## config.mk

```make
export PLATFORM = sky130hd
export DESIGN_NAME = sorted_priority_queue_flat
export DESIGN_NICKNAME = d
export VERILOG_FILES = /design/src/sv/spq_pkg.sv /design/src/sv/spq_if.sv /design/src/sv/spq_cell.sv /design/src/sv/sorted_priority_queue.sv /design/src/flat_wrapper.sv
export SDC_FILE = /design/constraint.sdc
export NUM_CORES = 2
export LEC_CHECK = 0
export BUFFER_PORTS_ARGS = -buffer_cell sky130_fd_sc_hd__buf_2
export CAP_MARGIN = 20
export CORE_ASPECT_RATIO = 1.25
export CORE_MARGIN = 1.5
export CORE_UTILIZATION = 40
export CTS_CLUSTER_DIAMETER = 150
export DETAILED_ROUTE_END_ITERATION = 6
export PLACE_DENSITY = 0.6
export SYNTH_ARGS = -nofsm -noshare
export SYNTH_HDL_FRONTEND = slang
export SYNTH_SLANG_ARGS = --single-unit
```

## constraint.sdc

```tcl
create_clock -name clk_i -period 5.3 [get_ports clk_i]
set_input_delay 1.06 -clock clk_i [delete_from_list [all_inputs] [get_ports clk_i]]
set_output_delay 1.06 -clock clk_i [all_outputs]
set_load 0.02 [all_outputs]
```

## src/sv/spq_pkg.sv

```systemverilog
package spq_pkg;

  localparam int unsigned OPCODE_BITS = 2;
  localparam int unsigned KEY_BITS    = 32;
  localparam int unsigned STATUS_BITS = 2;
  localparam int unsigned COUNT_BITS  = 5;

  typedef enum logic [OPCODE_BITS-1:0] {
    OP_INSERT = 2'd0,
    OP_POP    = 2'd1,
    OP_REMOVE = 2'd2
  } spq_op_e;

  typedef enum logic [STATUS_BITS-1:0] {
    ST_OK      = 2'd0,
    ST_FULL    = 2'd1,
    ST_EMPTY   = 2'd2,
    ST_MISSING = 2'd3
  } spq_status_e;

  typedef struct packed {
    logic ins;
    logic pop;
    logic rem;
  } spq_cmd_t;

endpackage

```

## src/sv/spq_if.sv

```systemverilog
interface spq_in_if
  import spq_pkg::*;
();
  logic                   valid;
  logic                   ready;
  logic [OPCODE_BITS-1:0] opcode;
  logic [KEY_BITS-1:0]    key;

  modport source (output valid, output opcode, output key, input ready);
  modport sink   (input valid, input opcode, input key, output ready);
endinterface

interface spq_out_if
  import spq_pkg::*;
();
  logic                   valid;
  logic                   ready;
  logic [KEY_BITS-1:0]    out_key;
  logic [STATUS_BITS-1:0] status;
  logic [COUNT_BITS-1:0]  count;

  modport source (output valid, output out_key, output status, output count, input ready);
  modport sink   (input valid, input out_key, input status, input count, output ready);
endinterface

```

## src/sv/spq_cell.sv

```systemverilog
module spq_cell
  import spq_pkg::*;
#(
  parameter int unsigned KEY_WIDTH = 32
) (
  input  logic                 clk_i,
  input  logic                 rst_ni,
  input  spq_cmd_t             cmd_i,
  input  logic [KEY_WIDTH-1:0] key_i,
  input  logic                 prev_valid_i,
  input  logic [KEY_WIDTH-1:0] prev_key_i,
  input  logic                 prev_gt_i,
  input  logic                 next_valid_i,
  input  logic [KEY_WIDTH-1:0] next_key_i,
  output logic                 valid_o,
  output logic [KEY_WIDTH-1:0] key_o,
  output logic                 gt_o,
  output logic                 eq_o
);

  logic                 valid_q, valid_d;
  logic [KEY_WIDTH-1:0] key_q, key_d;
  logic                 le;

  assign gt_o    = !valid_q || (key_i > key_q);
  assign eq_o    = valid_q && (key_q == key_i);
  assign le      = !valid_q || (key_q <= key_i);
  assign valid_o = valid_q;
  assign key_o   = key_q;

  // New keys enter behind equal keys; removal closes the gap from the first match on.
  always_comb begin
    valid_d = valid_q;
    key_d   = key_q;
    if (cmd_i.ins) begin
      if (prev_gt_i) begin
        valid_d = prev_valid_i;
        key_d   = prev_key_i;
      end else if (gt_o) begin
        valid_d = 1'b1;
        key_d   = key_i;
      end
    end else if (cmd_i.pop || (cmd_i.rem && le)) begin
      valid_d = next_valid_i;
      key_d   = next_key_i;
    end
  end

  always_ff @(posedge clk_i or negedge rst_ni) begin
    if (!rst_ni) begin
      valid_q <= 1'b0;
    end else begin
      valid_q <= valid_d;
    end
  end

  always_ff @(posedge clk_i) begin
    key_q <= key_d;
  end

endmodule

```

## src/sv/sorted_priority_queue.sv

```systemverilog
// Latency: a result is presented in the cycle after its operation is accepted.
// Throughput: one operation per cycle unless a result waits on out_o.ready; every
// cell of the sorted row updates in parallel, and the output register accepts a
// new beat while the previous one is taken.
// Reset: the held count, the cell valid bits and the output valid are cleared.
module sorted_priority_queue
  import spq_pkg::*;
#(
  parameter int unsigned CAPACITY  = 16,
  parameter int unsigned KEY_WIDTH = 32
) (
  input  logic      clk_i,
  input  logic      rst_ni,
  spq_in_if.sink    in_i,
  spq_out_if.source out_o
);

  localparam int unsigned CW = $clog2(CAPACITY + 1);

  logic [CAPACITY-1:0]  cell_valid;
  logic [KEY_WIDTH-1:0] cell_key [CAPACITY];
  logic [CAPACITY-1:0]  cell_gt;
  logic [CAPACITY-1:0]  cell_eq;

  spq_cmd_t             cmd;
  logic [KEY_WIDTH-1:0] key_red;
  logic [63:0]          key_in_ext;
  logic [63:0]          key_red_ext;
  logic [63:0]          head_ext;
  logic [31:0]          count_ext;
  logic                 accept;
  logic                 full;
  logic                 empty;
  logic                 found;

  logic [CW-1:0]          count_q, count_d;
  logic                   out_valid_q, out_valid_d;
  logic [KEY_BITS-1:0]    out_key_q, out_key_d;
  logic [STATUS_BITS-1:0] status_q, status_d;
  logic [COUNT_BITS-1:0]  out_count_q, out_count_d;

  assign in_i.ready = !out_valid_q || out_o.ready;
  assign accept     = in_i.valid && in_i.ready;
  assign full       = (count_q == CW'(CAPACITY));
  assign empty      = (count_q == '0);
  assign found      = |cell_eq;

  always_comb begin
    key_in_ext                   = '0;
    key_in_ext[KEY_BITS-1:0]     = in_i.key;
    key_red                      = key_in_ext[KEY_WIDTH-1:0];
    key_red_ext                  = '0;
    key_red_ext[KEY_WIDTH-1:0]   = key_red;
    head_ext                     = '0;
    head_ext[KEY_WIDTH-1:0]      = cell_key[0];
  end

  always_comb begin
    cmd.ins = 1'b0;
    cmd.pop = 1'b0;
    cmd.rem = 1'b0;
    if (accept) begin
      unique case (in_i.opcode)
        OP_INSERT: cmd.ins = !full;
        OP_POP:    cmd.pop = !empty;
        OP_REMOVE: cmd.rem = found;
        default:   ;
      endcase
    end
  end

  always_comb begin
    count_d = count_q;
    if (cmd.ins) begin
      count_d = count_q + CW'(1);
    end else if (cmd.pop || cmd.rem) begin
      count_d = count_q - CW'(1);
    end
    count_ext           = '0;
    count_ext[CW-1:0]   = count_d;
  end

  always_comb begin
    out_valid_d = out_valid_q;
    out_key_d   = out_key_q;
    status_d    = status_q;
    out_count_d = out_count_q;
    if (out_o.ready) begin
      out_valid_d = 1'b0;
    end
    if (accept) begin
      out_valid_d = 1'b1;
      out_key_d   = key_red_ext[KEY_BITS-1:0];
      status_d    = ST_OK;
      out_count_d = count_ext[COUNT_BITS-1:0];
      unique case (in_i.opcode)
        OP_INSERT: begin
          if (full) begin
            status_d = ST_FULL;
          end
        end
        OP_POP: begin
          if (empty) begin
            status_d  = ST_EMPTY;
            out_key_d = '0;
          end else begin
            out_key_d = head_ext[KEY_BITS-1:0];
          end
        end
        OP_REMOVE: begin
          if (!found) begin
            status_d = ST_MISSING;
          end
        end
        default: ;
      endcase
    end
  end

  always_ff @(posedge clk_i or negedge rst_ni) begin
    if (!rst_ni) begin
      count_q     <= '0;
      out_valid_q <= 1'b0;
    end else begin
      count_q     <= count_d;
      out_valid_q <= out_valid_d;
    end
  end

  always_ff @(posedge clk_i) begin
    out_key_q   <= out_key_d;
    status_q    <= status_d;
    out_count_q <= out_count_d;
  end

  assign out_o.valid   = out_valid_q;
  assign out_o.out_key = out_key_q;
  assign out_o.status  = status_q;
  assign out_o.count   = out_count_q;

  for (genvar i = 0; i < CAPACITY; i++) begin : g_cell
    logic                 prev_valid;
    logic [KEY_WIDTH-1:0] prev_key;
    logic                 prev_gt;
    logic                 next_valid;
    logic [KEY_WIDTH-1:0] next_key;

    if (i == 0) begin : g_first
      assign prev_valid = 1'b0;
      assign prev_key   = '0;
      assign prev_gt    = 1'b0;
    end else begin : g_mid
      assign prev_valid = cell_valid[i-1];
      assign prev_key   = cell_key[i-1];
      assign prev_gt    = cell_gt[i-1];
    end

    if (i == CAPACITY - 1) begin : g_last
      assign next_valid = 1'b0;
      assign next_key   = '0;
    end else begin : g_inner
      assign next_valid = cell_valid[i+1];
      assign next_key   = cell_key[i+1];
    end

    spq_cell #(
      .KEY_WIDTH (KEY_WIDTH)
    ) u_cell (
      .clk_i        (clk_i),
      .rst_ni       (rst_ni),
      .cmd_i        (cmd),
      .key_i        (key_red),
      .prev_valid_i (prev_valid),
      .prev_key_i   (prev_key),
      .prev_gt_i    (prev_gt),
      .next_valid_i (next_valid),
      .next_key_i   (next_key),
      .valid_o      (cell_valid[i]),
      .key_o        (cell_key[i]),
      .gt_o         (cell_gt[i]),
      .eq_o         (cell_eq[i])
    );
  end

endmodule

```

## src/flat_wrapper.sv

```systemverilog
// flat-port wrapper written by rule: the top's interface ports become plain ports
module sorted_priority_queue_flat import spq_pkg::*;
#(
  parameter int unsigned CAPACITY  = 16,
  parameter int unsigned KEY_WIDTH = 32
)
  (clk_i, rst_ni, in_i_valid, in_i_opcode, in_i_key, in_i_ready, out_o_valid, out_o_out_key, out_o_status, out_o_count, out_o_ready);
  spq_in_if in_i_i ();
  spq_out_if out_o_i ();
  input  logic clk_i;
  input  logic rst_ni;
  input wire logic [$bits(in_i_i.valid)-1:0] in_i_valid;
  input wire logic [$bits(in_i_i.opcode)-1:0] in_i_opcode;
  input wire logic [$bits(in_i_i.key)-1:0] in_i_key;
  output wire logic [$bits(in_i_i.ready)-1:0] in_i_ready;
  output wire logic [$bits(out_o_i.valid)-1:0] out_o_valid;
  output wire logic [$bits(out_o_i.out_key)-1:0] out_o_out_key;
  output wire logic [$bits(out_o_i.status)-1:0] out_o_status;
  output wire logic [$bits(out_o_i.count)-1:0] out_o_count;
  input wire logic [$bits(out_o_i.ready)-1:0] out_o_ready;
  assign in_i_i.valid = in_i_valid;
  assign in_i_i.opcode = in_i_opcode;
  assign in_i_i.key = in_i_key;
  assign in_i_ready = in_i_i.ready;
  assign out_o_valid = out_o_i.valid;
  assign out_o_out_key = out_o_i.out_key;
  assign out_o_status = out_o_i.status;
  assign out_o_count = out_o_i.count;
  assign out_o_i.ready = out_o_ready;
  sorted_priority_queue #(.CAPACITY(CAPACITY), .KEY_WIDTH(KEY_WIDTH)) u_core (.clk_i(clk_i), .rst_ni(rst_ni), .in_i(in_i_i), .out_o(out_o_i));
endmodule
```

Word-level counts from Yosys, hierarchy flattened
Index checks and enable logic that the tools add are counted.

Magnitude comparators: 32. Equal/unequal tests: 35. Muxes and demuxes: 140. Reductions and logical operators: 138. Add/subtract/negate cells: 2.

Operators by type and width (number): two-way mux 32 bit (65); equality test 32 bit (16); > comparator 32 bit (16); <= comparator 32 bit (16); two-way mux 1 bit (69); logical OR 1 bit (50); != test 3 bit, second input constant (15); nonzero test 2 bit (17); logical AND 1 bit (33); AND reduction 2 bit (16); logical NOT 1 bit (19); OR reduction 16 bit (1); two-way mux 5 bit (2); case mux 2 bit (3 select lines) (1); adder 5 x 1 -> 5 bit, second input constant (1); equality test 5 bit, second input constant (1); logical NOT 5 bit (1); subtractor 5 x 1 -> 5 bit, second input constant (1); two-way mux 2 bit (2); two-way mux 3 bit (1); equality test 2 x 1 -> 1 bit, second input constant (1); equality test 2 bit, second input constant (1); logical NOT 2 bit (1); != test 2 bit, second input constant (1).

Word-level logic and storage cells: 384. Bits of input ports: 38. Flip-flop bits (word level): 573.

Longest topological paths before layout
Depth in word-level cells: 9. Mapped depth: 13. Gate-level depth less buffers: 10.

Modules after synthesis
Synthesis repeated with hierarchy kept, for this count alone.

Cells, all modules: 4455. Area total of the unflattened synthesis: 42868.6 um2.

By module, submodules not included: spq_cell at u_core.g_cell[0].u_cell ... (cells each 270, times used 15, sequential area each 985.9 um2, area an instance 2556.2 um2); spq_cell at u_core.g_cell[15].u_cell (cells each 270, times used 1, sequential area each 985.9 um2, area an instance 2549.9 um2); sorted_priority_queue (cells each 135, times used 1, sequential area each 1321.3 um2, area an instance 1975.6 um2).

Worst setup path after synthesis
OpenSTA, ideal clock, no wires.

Kind: input to register. Start point: in in_i_key[30]. End point: reg u_core.g_cell[2].u_cell.key_q[0] (enable). Cell stages on the path: 10. Library setup time: 0.463 ns. Arrival time: 5.931 ns. Path slack: -1.094 ns. Required time: 4.837 ns. Cells stage by stage: clkbuf_1 clkinv_1 ha_1 nand4_1 nor4_2 nand3_1 o2111ai_1 nor4_4 o21a_1 nor3_1.

Cells in the longest elaborated chain, start to end: 9. Elaborated cells between the ends (all ways): 46. Those cells by class: 3 x order compare; 17 x eq/ne; 2 x mux; 24 x reduce/logical.

RTL lines: from (decl) (RTL line flat_wrapper.sv:14) `input wire logic [$bits(in_i_i.key)-1:0] in_i_key;`; equality test 32 bit (RTL line spq_cell.sv:26) `assign eq_o = valid_q && (key_q == key_i);`; logical AND 1 bit (RTL line spq_cell.sv:26); OR reduction 16 bit (RTL line sorted_priority_queue.sv:46) `assign found = |cell_eq;`; two-way mux 1 bit (RTL line sorted_priority_queue.sv:63) `unique case (in_i.opcode)`; two-way mux 3 bit (RTL line sorted_priority_queue.sv:62) `if (accept) begin`; logical AND 1 bit (RTL line spq_cell.sv:43) `end else if (cmd_i.pop || (cmd_i.rem && le)) begin`; logical OR 1 bit (RTL line spq_cell.sv:43); nonzero test 2 bit (no line); AND reduction 2 bit (no line) *; to (signal assigned) (RTL line spq_cell.sv:58) `key_q <= key_d;`; to (decl) (RTL line spq_cell.sv:22) `logic [KEY_WIDTH-1:0] key_q, key_d;`.

Mark *: on every way between the ends. The rest lies on a longest branch, timed or not. A chain may end at the register's enable or synchronous reset.

Final worst setup path
Start point: in in_i_key[5]. End point: reg u_core.g_cell[4].u_cell.key_q[2] (data pin).

Cells in the longest elaborated chain, start to end: 4.

RTL lines: > comparator 32 bit (RTL line spq_cell.sv:25) `assign gt_o = !valid_q || (key_i > key_q);`; logical OR 1 bit (RTL line spq_cell.sv:25); two-way mux 32 bit (RTL line spq_cell.sv:36) `if (prev_gt_i) begin`; two-way mux 32 bit (RTL line spq_cell.sv:35) `if (cmd_i.ins) begin`; named net u_core.g_cell[4].u_cell.key_d[2] (RTL line spq_cell.sv:22); to (signal assigned) (RTL line spq_cell.sv:58); to (decl) (RTL line spq_cell.sv:22).

The timed path passes the listed nets, and every way through them passes these cells.

==> out/summary.txt <==
Crit Path Class: input port to flop
Die X: 285 um
Largest net degree at the start of global routing: 173
Slew Viols, Final: 0
Vias in the first global route: 31100
Routability cong.: 0.943
Min Clock Period, post-route: 4.42 ns
Commonest non-fill, non-tap cell in the layout: nand2_1
Register area share after synthesis: 43.1%
Multi-input gate area: 0.0214 sq mm
Average routed wire per standard cell: 23.7 um
Gr ovfl total: 0
CTS Root Cell: clkbuf_16
H-tree levels: 3
Most frequent cells in the layout: 582 x nand2_1, 551 x edfxtp_1, 514 x ha_1
Largest family of logic cells by synthesized area: compound AO/OA/AOI/OAI gates
Adder-cell share of the synthesized area: 16.2%
Peak supply drop: 219 uV
Antenna-violating nets left: 0
FF/Latch Area: 0.0171 sq mm
Ant diodes: 0
Top FF cell, synth: edfxtp_1
Number of max-cap violations: 0
Residual DRC: 0
Critical R2R Launch: u_core.g_cell[3].u_cell.key_o[5]$_DFFE_PP_
Synth cell types: 81
Leakage: 18.7 nW
Clk pin slew, worst setup/hold paths: 0.06 ns
Largest delay share family, worst path: compound AO/OA/AOI/OAI gates
Fin worst setup slack: 0.878 ns
Synth Area per Inst: 9.61 sq um
Vias per cell: 5.78
Biggest area consumer among synthesized cells: edfxtp_1
Final Core Density: 45.5%
Cell area power density: 320 mW/mm^2
Hold-fix buffers at CTS: 0
Fraction of registers with async set/reset: 3.84%
Hpwl dp: 101000 um
Chip Height: 355 um
Simple-Gate Fraction of Synth Area: 13.7%
Syn Inst Count: 4127
Placed insts: 5469
Final period utilization: 83.4%
Final hold violation count: 0
Critical path's largest stage delay: 0.72 ns
Top Ports: 79
Post-CTS Resized: 0
Post-synth top area share: 41.7%
Worst Path Buf+Inv: 3
CP cell instances: buf_2 > clkinv_2 > ha_1 > a211oi_1 > o21ai_0 > a2111oi_0 > o22ai_1 > a41oi_4 > buf_4 > nor2_1 > a21oi_1 > o21ai_1
Flop-to-flop setup slack: 1.60 ns
Worst R2R Path Depth: 10
Clk buf depth: 3
Hold slack: 0.478 ns
Largest cells by area after synthesis: edfxtp_1 42%, ha_1 16%, nand2_1 5.5%
Initial antenna violation count: 3
Post-route clock skew: 0.0189 ns
Post-synth EDFFs: 551
Cell Area, Synth: 0.0397 sq mm
Num CTS Buffers: 66
DR iter-0 viols: 3165
CTS tree: done
Die area: 0.101 sq mm
Critical path peak fanout: 31
Setup-failing EPs final: 0
Worst skew pair latency: 0.62 ns
Vias: 32300
Synth-to-Final Area Change: 13.1%
Ratio of cells with drive above 1 in the final layout: 9.86%
Post-Layout Cell Count: 5588
CP endpoint kind: flop
Final nets: 4779
WP data required: 5.64 ns
Filler Cell Count: 9482
Initial Util: 40.2%
Multiplexer area fraction after synthesis: 5.40%
Number of I/O port buffers: 78
Slew @ Worst Pin: 0.946 ns
Relative slew slack: 36.3%
Syn_nets: 4679
Yosys reg bits: 573
Worst slack, placed: 0.251 ns
Max Freq: 0.226 GHz
Synth Area in XOR/XNOR: 0.0883%
Clock tree sinks: 573
Setup bufs post-CTS: 0
Status: finished, final reports clean
GRT Util Overall: 25.7%
Startpoint Class: input port
Ys Warns: 0
RSZ-0062 raised after global routing: no
Total Routed Length: 132000 um
Worst path slowest cell: a2111oi_0
Core Rows: 129
CP Data Arrival Time: 4.76 ns
Reg2Reg Capture Point: u_core.g_cell[4].u_cell.key_o[2]$_DFFE_PP_
Area of the core: 0.0986 sq mm
HP Class: input port to async pin
First-pass GRT wire length: 197000 um
Synth Area in Compound Gates: 18.2%
First-pass detailed-route iteration total: 6
==> cell families (layout without fill, tap and decap cells) <==
logic type      after synthesis  in the layout
buf+inv                     320            471
mux                         213            213
flops                       573            573
simple gates               1245           1245
xor+xnor                      4              4
fa+ha+maj                   514            514
compound gates             1258           1258
==> metrics by stage <==
| stage | power, W | setup TNS, ns | area (sq um) |
|---|---|---|---|
| 4_1_cts | 0.0144 | 0 | 44900 |
| 5_1_grt | 0.0150 | 0 | 44900 |
| 6_report | 0.0144 | 0 | 44900 |
| 2_1_floorplan | 0.00859 | -56.70 | 39700 |
| 3_5_place_dp | 0.00999 | 0 | 42900 |
| 3_3_place_gp | 0.00992 | 0 | 42900 |
==> metal layers <==
metal	global-route usage (%)	share of wire (%)	up-vias
met5	0	0.0053	-
met4	13.7	5.6	2
met3	3.05	4.9	230
met2	43.1	47	996
met1	32.5	42	15400
li1	-	-	15700
==> synthesized netlist by cell type (19+ instances only) <==
| cell type | n |
|---|---|
| nand2_1 | 583 |
| ha_1 | 514 |
| nor2b_1 | 28 |
| dfrtp_1 | 22 |
| buf_2 | 72 |
| o21ai_1 | 210 |
| o211ai_1 | 26 |
| a31oi_1 | 33 |
| a21oi_1 | 435 |
| nand4_1 | 137 |
| clkinv_1 | 31 |
| a211oi_1 | 21 |
| clkbuf_1 | 149 |
| a22o_1 | 32 |
| nand3_1 | 42 |
| a21o_1 | 73 |
| o21ai_0 | 305 |
| mux2i_1 | 209 |
| inv_1 | 46 |
| nor2_1 | 378 |
| nor3_1 | 19 |
| edfxtp_1 | 551 |
==> layout make-up <==
class / count / area share, %
timing repair buffer: 275 / 5.36
multi-input combinational: 3234 / 47.7
inverter: 77 / 0.688
clock inverter: 24 / 0.315
sequential: 573 / 38.1
tap: 1310 / 3.65
clock buffer: 95 / 4.16
==> worst max-delay path by stage <==
stage / to / from / slack [ns] / depth (start not counted)
final: u_core.g_cell[4].u_cell.key_o[2]$_DFFE_PP_ / in_i_key[5] / 0.88 / 12
after global routing: u_core.g_cell[4].u_cell.key_o[12]$_DFFE_PP_ / in_i_key[5] / 0.67 / 12
after CTS: u_core.g_cell[4].u_cell.key_o[29]$_DFFE_PP_ / in_i_key[5] / 0.88 / 12
after detailed placement: u_core.g_cell[13].u_cell.key_o[5]$_DFFE_PP_ / in_i_key[15] / 0.25 / 12
after global placement: u_core.g_cell[13].u_cell.key_o[4]$_DFFE_PP_ / in_i_key[15] / 0.25 / 12
after floorplan: u_core.g_cell[10].u_cell.key_o[0]$_DFFE_PP_ / in_i_key[31] / -0.53 / 11
==> worst register-to-register path, cell delays in order, from the launching register on <==
cell and delay (ns):
edfxtp_1 0.41, ha_1 0.33, a211oi_1 0.32, o21ai_0 0.14, a2111oi_0 0.72, o22ai_1 0.40, a41oi_4 0.36, buf_4 0.38
nor2_1 0.10, a21oi_1 0.19, o21ai_1 0.09
==> report_power, final <==
part	internal [W]	switching, W
Sequential	0.00553	0.000475
Combinational	0.00149	0.00246
Clock	0.00250	0.00191
Total	0.00952	0.00484
==> registers in the layout, indices dropped and copies added, names as in the netlist <==
signal and cells:
u_core.out_o.count 5, u_core.g_cell.u_cell.valid_o 16, u_core.g_cell.u_cell.key_o 512, u_core.out_o.out_key 32
u_core.count_q 5, u_core.out_o.status 2, u_core.out_o.valid 1
Power figures use the tool's default switching activity.
